`config.mk`:
```
export PLATFORM = sky130hd
export DESIGN_NAME = tick_deadline_scheduler
export DESIGN_NICKNAME = d
export VERILOG_FILES = /design/src/hw/rtl/tds_pkg.sv /design/src/hw/rtl/tds_div.sv /design/src/hw/rtl/tick_deadline_scheduler.sv
export SDC_FILE = /design/constraint.sdc
export NUM_CORES = 2
export LEC_CHECK = 0
export BUFFER_PORTS_ARGS = -buffer_cell sky130_fd_sc_hd__buf_2
export CAP_MARGIN = 20
export CORE_ASPECT_RATIO = 0.6
export CORE_MARGIN = 1.5
export CORE_UTILIZATION = 40
export CTS_CLUSTER_DIAMETER = 40
export DETAILED_ROUTE_END_ITERATION = 16
export PLACE_DENSITY = 0.53
export REMOVE_ABC_BUFFERS = 1
export SKIP_LAST_GASP = 1
export SLEW_MARGIN = 0
export SYNTH_ARGS = -nofsm -noshare
export SYNTH_HDL_FRONTEND = slang
export SYNTH_SLANG_ARGS = --single-unit
```
`constraint.sdc`:
```
create_clock -name clock -period 13.5 [get_ports clock]
set_clock_uncertainty 0.15 [all_clocks]
set_input_delay 0.675 -clock clock [delete_from_list [all_inputs] [get_ports clock]]
set_output_delay 0.675 -clock clock [all_outputs]
set_load 0.01 [all_outputs]
```
`src/hw/rtl/tds_pkg.sv`:
```
// Shared types and constants for the tick deadline scheduler.
package tds_pkg;

   localparam int unsigned CntrW   = 64;
   localparam int unsigned PeriodW = 32;
   localparam int unsigned CountW  = 32;
   localparam int unsigned CmdW    = 3;

   localparam logic [PeriodW-1:0] PERIOD_RESET = 32'd19200;

   typedef enum logic [CmdW-1:0] {
      CMD_ARM    = 3'd0,
      CMD_TICK   = 3'd1,
      CMD_PARK   = 3'd2,
      CMD_UNPARK = 3'd3,
      CMD_STOP   = 3'd4
   } tds_cmd_type;

   typedef enum logic [2:0] {
      ST_IDLE,
      ST_NEXT,
      ST_EXEC,
      ST_DIV,
      ST_OUT
   } tds_state_type;

   // Request to the divider.
   typedef struct packed {
      logic               start;
      logic [CntrW-1:0]   dividend;
      logic [PeriodW-1:0] divisor;
   } tds_div_req_type;

   // Status back from the divider.
   typedef struct packed {
      logic               busy;
      logic               done;
      logic [CountW-1:0]  quotient;
   } tds_div_rsp_type;

endpackage

```
`src/hw/rtl/tds_div.sv`:
```
// Bit-serial restoring divider, 64-bit dividend by 32-bit divisor, one quotient bit per cycle.
module tds_div (
   input  logic                     clock,
   input  logic                     reset,
   input  tds_pkg::tds_div_req_type div_req,
   output tds_pkg::tds_div_rsp_type div_rsp
);
   import tds_pkg::*;

   localparam int unsigned StepW = $clog2(CntrW);

   logic               busy_ff, busy_in;
   logic               done_ff, done_in;
   logic [StepW-1:0]   step_ff, step_in;
   logic [CntrW-1:0]   dvd_ff, dvd_in;     // dividend shifts out, quotient shifts in
   logic [PeriodW-1:0] rem_ff, rem_in;
   logic [PeriodW-1:0] dsr_ff, dsr_in;

   logic [PeriodW:0]   trial;
   logic               fits;

   // Zero divisor always fits, so the quotient comes out all ones.
   assign trial = {rem_ff, dvd_ff[CntrW-1]};
   assign fits  = (trial >= {1'b0, dsr_ff});

   always_comb begin
      busy_in = busy_ff;
      done_in = 1'b0;
      step_in = step_ff;
      dvd_in  = dvd_ff;
      rem_in  = rem_ff;
      dsr_in  = dsr_ff;
      if (div_req.start) begin
         busy_in = 1'b1;
         step_in = '0;
         dvd_in  = div_req.dividend;
         rem_in  = '0;
         dsr_in  = div_req.divisor;
      end else if (busy_ff) begin
         rem_in  = fits ? PeriodW'(trial - {1'b0, dsr_ff}) : trial[PeriodW-1:0];
         dvd_in  = {dvd_ff[CntrW-2:0], fits};
         step_in = step_ff + 1'b1;
         if (step_ff == StepW'(CntrW - 1)) begin
            busy_in = 1'b0;
            done_in = 1'b1;
         end
      end
   end

   always_ff @(posedge clock) begin
      if (reset) begin
         busy_ff <= 1'b0;
         done_ff <= 1'b0;
         step_ff <= '0;
      end else begin
         busy_ff <= busy_in;
         done_ff <= done_in;
         step_ff <= step_in;
      end
      dvd_ff <= dvd_in;
      rem_ff <= rem_in;
      dsr_ff <= dsr_in;
   end

   assign div_rsp.busy     = busy_ff;
   assign div_rsp.done     = done_ff;
   assign div_rsp.quotient = dvd_ff[CountW-1:0];

endmodule

```
`src/hw/rtl/tick_deadline_scheduler.sv`:
```
// Tick deadline scheduler top level: command sequencer, state and result register.
//
// Keeps an absolute 64-bit comparator deadline that advances by one tick period per
// serviced tick, plus park/unpark bookkeeping for suspend windows. Each request
// transaction returns exactly one response transaction. Arm, tick, park, stop and
// unknown commands pass through ST_NEXT, ST_EXEC and ST_OUT after acceptance before
// the response is offered; unpark also waits in ST_DIV on the bit-serial divider,
// which produces one quotient bit per cycle. A new request is taken once the previous
// command has left the sequencer, even while its response still waits in the output register.
// tick_period is written through csr_we/csr_wdata and should only change while idle.
module tick_deadline_scheduler (
   input  logic          clock,
   input  logic          reset,
   input  logic          csr_we,
   input  logic [31:0]   csr_wdata,     // tick_period
   input  logic          req_tvalid,
   output logic          req_tready,
   input  logic [127:0]  req_tdata,     // [63:0] now, [127:64] park_deadline
   input  logic [2:0]    req_tuser,     // [2:0] command
   output logic          rsp_tvalid,
   input  logic          rsp_tready,
   output logic [103:0]  rsp_tdata      // [63:0] compare_value, [64] timer_enable,
                                        // [65] is_parked, [97:66] missed_ticks, rest 0
);
   import tds_pkg::*;

   localparam int unsigned RspW = 104;
   localparam int unsigned RspUsed = CntrW + 2 + CountW;

   tds_state_type      state_ff, state_in;

   logic [PeriodW-1:0] period_ff, period_in;
   tds_cmd_type        cmd_ff, cmd_in;
   logic [CntrW-1:0]   now_ff, now_in;
   logic [CntrW-1:0]   req_dl_ff, req_dl_in;
   logic [CntrW-1:0]   next_ff, next_in;

   logic [CntrW-1:0]   deadline_ff, deadline_in;
   logic               parked_ff, parked_in;
   logic [CntrW-1:0]   mark_ff, mark_in;
   logic [CountW-1:0]  svc_ff, svc_in;
   logic               enabled_ff, enabled_in;
   logic [CountW-1:0]  missed_ff, missed_in;

   logic               rsp_valid_ff, rsp_valid_in;
   logic [RspW-1:0]    rsp_data_ff, rsp_data_in;

   logic               accept;
   logic               out_load;
   logic               div_start;
   logic [CntrW-1:0]   adv_sum;

   tds_div_req_type    div_req;
   tds_div_rsp_type    div_rsp;

   tds_div u_div (
      .clock   (clock),
      .reset   (reset),
      .div_req (div_req),
      .div_rsp (div_rsp)
   );

   // next state
   always_comb begin
      state_in = state_ff;
      case (state_ff)
         ST_IDLE: if (req_tvalid) state_in = ST_NEXT;
         ST_NEXT: state_in = ST_EXEC;
         ST_EXEC: state_in = (cmd_ff == CMD_UNPARK) ? ST_DIV : ST_OUT;
         ST_DIV:  if (div_rsp.done) state_in = ST_OUT;
         ST_OUT:  if (!rsp_valid_ff || rsp_tready) state_in = ST_IDLE;
         default: state_in = ST_IDLE;
      endcase
   end

   // sequencer outputs
   always_comb begin
      req_tready = 1'b0;
      out_load   = 1'b0;
      div_start  = 1'b0;
      case (state_ff)
         ST_IDLE: req_tready = 1'b1;
         ST_EXEC: div_start = (cmd_ff == CMD_UNPARK);
         ST_OUT:  out_load = !rsp_valid_ff || rsp_tready;
         default: ;
      endcase
   end

   assign accept  = req_tvalid && req_tready;
   // start, dividend, divisor
   assign div_req = {div_start, now_ff - mark_ff, period_ff};
   assign adv_sum = deadline_ff + CntrW'(period_ff);

   always_comb begin
      period_in   = csr_we ? csr_wdata : period_ff;
      cmd_in      = accept ? tds_cmd_type'(req_tuser) : cmd_ff;
      now_in      = accept ? req_tdata[CntrW-1:0] : now_ff;
      req_dl_in   = accept ? req_tdata[2*CntrW-1:CntrW] : req_dl_ff;
      next_in     = (state_ff == ST_NEXT) ? now_ff + CntrW'(period_ff) : next_ff;
      deadline_in = deadline_ff;
      parked_in   = parked_ff;
      mark_in     = mark_ff;
      svc_in      = svc_ff;
      enabled_in  = enabled_ff;
      missed_in   = missed_ff;
      if (state_ff == ST_EXEC) begin
         missed_in = '0;
         case (cmd_ff)
            CMD_ARM: begin
               parked_in   = 1'b0;
               deadline_in = next_ff;
               enabled_in  = 1'b1;
            end
            CMD_TICK: begin
               if (parked_ff) begin
                  svc_in      = svc_ff + 1'b1;
                  deadline_in = next_ff;
               end else begin
                  // fell behind: resync instead of firing a burst of late ticks
                  deadline_in = (adv_sum <= now_ff) ? next_ff : adv_sum;
               end
            end
            CMD_PARK: begin
               deadline_in = (req_dl_ff < next_ff) ? next_ff : req_dl_ff;
               mark_in     = now_ff;
               svc_in      = '0;
               parked_in   = 1'b1;
            end
            CMD_UNPARK: begin
               parked_in   = 1'b0;
               deadline_in = next_ff;
            end
            CMD_STOP: enabled_in = 1'b0;
            default: ;
         endcase
      end else if (state_ff == ST_DIV && div_rsp.done) begin
         missed_in = (div_rsp.quotient > svc_ff) ? div_rsp.quotient - svc_ff : '0;
      end
   end

   always_comb begin
      rsp_valid_in = rsp_valid_ff;
      rsp_data_in  = rsp_data_ff;
      if (out_load) begin
         rsp_valid_in = 1'b1;
         rsp_data_in  = {(RspW-RspUsed)'(0), missed_ff, parked_ff, enabled_ff, deadline_ff};
      end else if (rsp_tready) begin
         rsp_valid_in = 1'b0;
      end
   end

   always_ff @(posedge clock) begin
      if (reset) begin
         state_ff     <= ST_IDLE;
         period_ff    <= PERIOD_RESET;
         deadline_ff  <= '0;
         parked_ff    <= 1'b0;
         mark_ff      <= '0;
         svc_ff       <= '0;
         enabled_ff   <= 1'b0;
         rsp_valid_ff <= 1'b0;
      end else begin
         state_ff     <= state_in;
         period_ff    <= period_in;
         deadline_ff  <= deadline_in;
         parked_ff    <= parked_in;
         mark_ff      <= mark_in;
         svc_ff       <= svc_in;
         enabled_ff   <= enabled_in;
         rsp_valid_ff <= rsp_valid_in;
      end
      cmd_ff      <= cmd_in;
      now_ff      <= now_in;
      req_dl_ff   <= req_dl_in;
      next_ff     <= next_in;
      missed_ff   <= missed_in;
      rsp_data_ff <= rsp_data_in;
   end

   assign rsp_tvalid = rsp_valid_ff;
   assign rsp_tdata  = rsp_data_ff;

   a_div_only_unpark: assert property (@(posedge clock) disable iff (reset)
      state_ff == ST_DIV |-> cmd_ff == CMD_UNPARK)
      else $error("divider wait entered for a non-unpark command");

   a_div_starts: assert property (@(posedge clock) disable iff (reset)
      div_req.start |=> div_rsp.busy)
      else $error("divider did not start");

   a_div_done_out: assert property (@(posedge clock) disable iff (reset)
      (state_ff == ST_DIV && div_rsp.done) |=> state_ff == ST_OUT)
      else $error("quotient dropped by sequencer");

   a_load_valid: assert property (@(posedge clock) disable iff (reset)
      out_load |=> rsp_valid_ff)
      else $error("response not presented after load");

   a_no_overwrite: assert property (@(posedge clock) disable iff (reset)
      (rsp_valid_ff && !rsp_tready) |-> !out_load)
      else $error("pending response overwritten");

endmodule

```
# Word-level counts from Yosys, hierarchy flattened
# Index checks and enable logic that the tools add are counted.
# op_classes
reduce_logical,21
mux,26
eq_ne,13
magnitude_cmp,4
add_sub_neg,7
n_bitwise,1
# ops
op,count
2-to-1 mux 64 bit,5
case mux 64 bit (3 select lines),1
adder 64 x 32 -> 64 bit,2
2-to-1 mux 32 bit,3
<= comparator 64 bit,1
less-than comparator 64 bit,1
case mux 32 bit (2 select lines),1
subtractor 32 bit,2
subtractor 64 bit,1
greater-or-equal comparator 33 x 32 -> 1 bit,1
adder 32 x 1 -> 32 bit (second input constant),1
> comparator 32 bit,1
case mux 3 bit (5 select lines),1
== test 3 x 2 -> 1 bit (second input constant),4
2-to-1 mux 3 bit,4
nonzero test 2 bit,5
2-to-1 mux 1 bit,9
AND reduction 2 bit,4
adder 6 x 1 -> 6 bit (second input constant),1
== test 3 x 1 -> 1 bit (second input constant),2
== test 3 bit (second input constant),2
== test 6 bit (second input constant),1
zero test 3 bit,2
!= test 2 bit (second input constant),3
10 further kinds,14
# totals
inputBits,168
out_inout_bits,106
word_cells,92
regBits,659

# Depth between registers and ports, before layout
# logic_depth
depth_word,5
mapped_depth,25
ltp_nobuf,23

# Modules after synthesis
# A second synthesis with hierarchy kept.
# unflattened
cells_unflattened,4159
area_unflattened_um2,39655.5
# by_module_without_submodules
mod,instances,area_per_inst_um2,cells_each,seq_area_each_um2
tick_deadline_scheduler,1,31791.7,3417,13402.9
tds_div,1,7863.8,742,3683.5

# Worst setup path before layout
# No wires, ideal clock.
# synth_timing
path_type,reg-to-reg
startpoint,register state_ff[0]
endpoint,register next_ff[0] (enable)
n_path_buf,1
synth_period_minus_slack_ns,6.076
setup_slack_ns,7.424
setup_ns,0.578
required_time_ns,12.772
path_stages_with_launch,3
arrival_ns,5.348
cell_sequence,dfxtp_1 > clkbuf_1 > nor3b_1
# synth_via
elab_chain_cells,1
# synth_lines
element,line_no,rtl
start: declaration,tick_deadline_scheduler.sv:30,"tds_state_type state_ff, state_in;"
start signal: assignment,tick_deadline_scheduler.sv:163,state_ff <= state_in;
== test 3 x 1 -> 1 bit,tick_deadline_scheduler.sv:99,next_in = (state_ff == ST_NEXT) ? now_ff + CntrW'(period_ff) : next_ff;
end signal: assignment,tick_deadline_scheduler.sv:175,next_ff <= next_in;
end: declaration,tick_deadline_scheduler.sv:36,"logic [CntrW-1:0] next_ff, next_in;"
# No other way between the ends.
# A chain may end at the register's enable or synchronous reset.

# Worst setup path after layout
# layout_timing
startpoint,register period_ff[0]
endpoint,register deadline_ff[53]
# layout_via
elab_chain_cells,5
# layout_lines
element,line_no,rtl
start: declaration,tick_deadline_scheduler.sv:32,"logic [PeriodW-1:0] period_ff, period_in;"
start signal: assignment,tick_deadline_scheduler.sv:164,period_ff <= period_in;
adder 64 x 32 -> 64 bit *,tick_deadline_scheduler.sv:92,assign adv_sum = deadline_ff + CntrW'(period_ff);
<= comparator 64 bit,tick_deadline_scheduler.sv:120,deadline_in = (adv_sum <= now_ff) ? next_ff : adv_sum;
2-to-1 mux 64 bit *,tick_deadline_scheduler.sv:120,
2-to-1 mux 64 bit *,tick_deadline_scheduler.sv:115,if (parked_ff) begin
case mux 64 bit (3 select lines) *,tick_deadline_scheduler.sv:108,case (cmd_ff)
end signal: assignment,tick_deadline_scheduler.sv:165,deadline_ff <= deadline_in;
end: declaration,tick_deadline_scheduler.sv:38,"logic [CntrW-1:0] deadline_ff, deadline_in;"
# Every way passes the cells marked *; elsewhere a longest branch is shown, timed or not.

==> impl_metrics.env <==
export IMPL_status="finished clean"
export IMPL_synth_cell_types=102
export IMPL_post_route_cells_drive_above_1_share_pct=11.9
export IMPL_finalNonFillerCells=5783
export IMPL_worstPathRequired_ps=13890
export IMPL_first_pass_iters=6
export IMPL_num_vias=32000
export IMPL_synth_async_reset_ratio_pct=0
export IMPL_rsz0062_at_grt="no"
export IMPL_htree_levels=3
export IMPL_cp_max_fo=27
export IMPL_ant_nets=0
export IMPL_ir_worst_vdd_mv=0.0989
export IMPL_final_fill_count=9148
export IMPL_cts_tree="built"
export IMPL_core_region_area_mm2=0.0960
export IMPL_final_common_cell="nand2_1"
export IMPL_seqPwrFrac_pct=38.7
export IMPL_start_util_pct=40.4
export IMPL_routed_wl_um=129000
export IMPL_p_switching_uw=2040
export IMPL_min_period_ps=7080
export IMPL_maxCapViolations=0
export IMPL_dp_hpwl_um=96400
export IMPL_grt_pass1_vias=29300
export IMPL_die_h_um=244
export IMPL_slew_headroom_pct=17.4
export IMPL_io_buffer_count=267
export IMPL_crit_type="flop to flop"
export IMPL_synth_edf_count=389
export IMPL_setup_viol=0
export IMPL_avgSynthCellArea_um2=9.47
export IMPL_finalCritPeriodShare_pct=52.5
export IMPL_fin_nets=4891
export IMPL_rows=88
export IMPL_top_usage_layer="met1"
export IMPL_max_stage_delay_ps=640
export IMPL_tns_ps=0
export IMPL_clock_sinks=659
export IMPL_internal_power_uw=4350
export IMPL_ios=274
export IMPL_grt_max_degree=158
export IMPL_synth_top_flop_cell="edfxtp_1"
export IMPL_seq_area_frac_synth_pct=44.1
export IMPL_clock_latency_ps=680
export IMPL_crit_chain="ha_1, inv_1, fa_1, nor2b_1, o31ai_1, a21oi_1, o211ai_1, a31o_2, nand2_1, nand3_1, nor3_1, xnor2_1, ha_1, nand2_1, nor4_1, a221oi_1, nand2_1, a221oi_1, nand4_1, nand2_1, buf_4, a21oi_1, a2111oi_0, nor4_1"
export IMPL_cp_data_arrival_time_ps=7470
export IMPL_wl_per_cell_um=22.3
export IMPL_clock_path_buffers=3
export IMPL_vias_per_cell=5.53
export IMPL_critical_path_top_delay_family="simple AND/OR/NAND/NOR gates"
export IMPL_worstHoldPathType="input pin to flop"
export IMPL_areaGrowthSynthToFinish_pct=17.1
export IMPL_grt_pass1_wl_um=191000
export IMPL_synth_seq_cells=659
export IMPL_end_kind="flop"
export IMPL_numCtsBuffers=91
export IMPL_switching_share_pct=32.0
export IMPL_grt_overflow=0
export IMPL_worst_pin_slew_ps=1210
export IMPL_power_uw=6390
export IMPL_cts_root_buf="clkbuf_16"
export IMPL_crit_buf_inv=2
export IMPL_placedCellCount=5530
export IMPL_final_cell_area_mm2=0.0454
export IMPL_comb_power_share_pct=21.7
export IMPL_layout_common_cells="nand2_1, edfxtp_1, a21oi_1"
export IMPL_grt_antenna_before_repair=4
export IMPL_grt_met2_usage_pct=32.6
export IMPL_clk_pin_slew_ps=60
export IMPL_drtIter0Drc=3702
export IMPL_slew_violations=0
export IMPL_leakagePower_uw=0.0183
export IMPL_powerDensity_mw_per_mm2=141
export IMPL_globalplace_congestion=0.944
export IMPL_clkPwrFrac_pct=39.5
export IMPL_slowest_stage="nand2_1"
export IMPL_cpMostUsedCell="nand2_1"
export IMPL_placed_area_mm2=0.0414
export IMPL_use_met1_pct=42.0
export IMPL_drc=0
export IMPL_yosysWarningCount=0
export IMPL_met3_usage_pct=6.13
export IMPL_max_clock_freq_mhz=141
export IMPL_die_x_um=405
export IMPL_die_area_mm2=0.0988
export IMPL_syn_inst=4092
export IMPL_startpoint_type="flop"
export IMPL_hold_viol_final=0
export IMPL_track_usage_pct=25.7
export IMPL_syn_area_mm2=0.0388
-- metrics by stage --
stage,hold slack [ps],utilization (%),setup WS [ps]
floorplan,253,-,4000
global placement,269,43.1,6780
detailed placement,267,43.1,6600
CTS,0.0319,47.2,6580
global route,14.3,47.2,6000
finish,42.9,47.3,6420
-- cells in the mapped netlist, drive strengths merged, types with 10 or more instances --
cell type	n	area, um^2
or3	20	130
o31ai	19	148
o31a	15	131
a22oi	20	150
xnor2	191	1670
mux2i	56	561
dfxtp	270	5410
inv	330	1240
nor2	267	1000
nand2	433	1630
nand4	77	488
o32ai	10	87.6
a2111oi	11	123
nor3	93	470
and3	30	188
and2	20	125
nor2b	34	213
clkbuf	131	494
xor2	67	587
a31o	14	123
o21a	45	345
nand3	84	420
a221o	12	120
nor4	32	228
o21bai	29	218
a22o	13	114
o211ai	21	173
a21boi	10	75.1
nand2b	25	156
a21oi	363	1840
o21ai	241	1210
edfxtp	389	11700
a221oi	40	357
a21o	118	886
a31oi	26	163
a211oi	55	428
buf	40	226
ha	320	4000
-- cells by family (layout without fill, tap and decap cells) --
| group | after synthesis | after routing | share of synthesized area [%] |
|---|---|---|---|
| mux | 59 | 59 | 1.53 |
| flops | 659 | 659 | 44.1 |
| other cells | 1 | 8 | 0.00968 |
| xor+xnor | 258 | 258 | 5.83 |
| fa+ha+maj | 325 | 325 | 10.6 |
| compound gates | 1121 | 1121 | 18.8 |
| simple gates | 1166 | 1166 | 14.1 |
| buf+inv | 503 | 882 | 5.07 |
-- per-layer routing --
metal | vias up | routed length [um]
met5 | - | 13
li1 | 15500 | -
met4 | 2 | 2710
met1 | 15200 | 66300
met3 | 156 | 11800
met2 | 1206 | 48000
-- worst paths after layout --
path,slack [ps],start,end,cells after the start
worst max-delay path,6420,period_ff[0],deadline_ff[53],24
worst min register to register,280,missed_ff[2],rsp_tdata[68],0
worst min-delay path,40,req_tdata[126],req_dl_ff[62],1
worst max register to register,6420,period_ff[0],deadline_ff[53],24
-- registers in the layout, summed over array words and instances, names as in the netlist --
register       cells
cmd_ff             3
deadline_ff       64
enabled_ff         1
mark_ff           64
missed_ff         32
next_ff           64
now_ff            64
parked_ff          1
period_ff         32
req_dl_ff         64
rsp_tdata         98
rsp_tvalid         1
state_ff           3
svc_ff            32
u_div.busy_ff      1
u_div.done_ff      1
u_div.dsr_ff      32
u_div.dvd_ff      64
u_div.rem_ff      32
u_div.step_ff      6
-- worst register-to-register path: stages (launching register included) --
cell and delay, ps:
dfxtp_1 380, ha_1 220, inv_1 70, fa_1 430, nor2b_1 190, o31ai_1 170, a21oi_1 400, o211ai_1 220
a31o_2 350, nand2_1 100, nand3_1 290, nor3_1 380, xnor2_1 220, ha_1 300, nand2_1 100, nor4_1 80
a221oi_1 260, nand2_1 100, a221oi_1 340, nand4_1 360, nand2_1 640, buf_4 520, a21oi_1 80, a2111oi_0 490
nor4_1 110
-- final cells by class --
| class | count | area, um^2 | area share, % |
|---|---|---|---|
| multi-input combinational | 2935 | 19800 | 43.6 |
| timing repair buffer | 379 | 2400 | 5.28 |
| clock inverter | 64 | 738 | 1.63 |
| antenna | 2 | 5.00 | 0.0110 |
| sequential | 659 | 17100 | 37.7 |
| clock buffer | 107 | 2460 | 5.42 |
| inverter | 332 | 1250 | 2.75 |
| tap | 1305 | 1630 | 3.60 |
-- what timing repair did --
item	in CTS	in global routing
gates resized for setup	0	0
endpoints found under the hold margin	80	0
hold buffers	80	0
setup buffers	0	0
-- power groups by stage --
| stage | logic [uW] | clock network (uW) | registers (uW) |
|---|---|---|---|
| 6_report | 1390 | 2530 | 2470 |
| 5_1_grt | 1540 | 2660 | 2490 |
| 4_1_cts | 1370 | 2570 | 2470 |
| 3_5_place_dp | 1340 | 0 | 2510 |
| 3_3_place_gp | 1340 | 0 | 2510 |
| 2_1_floorplan | 966 | 0 | 2450 |
(Power assumes the default switching activity.)
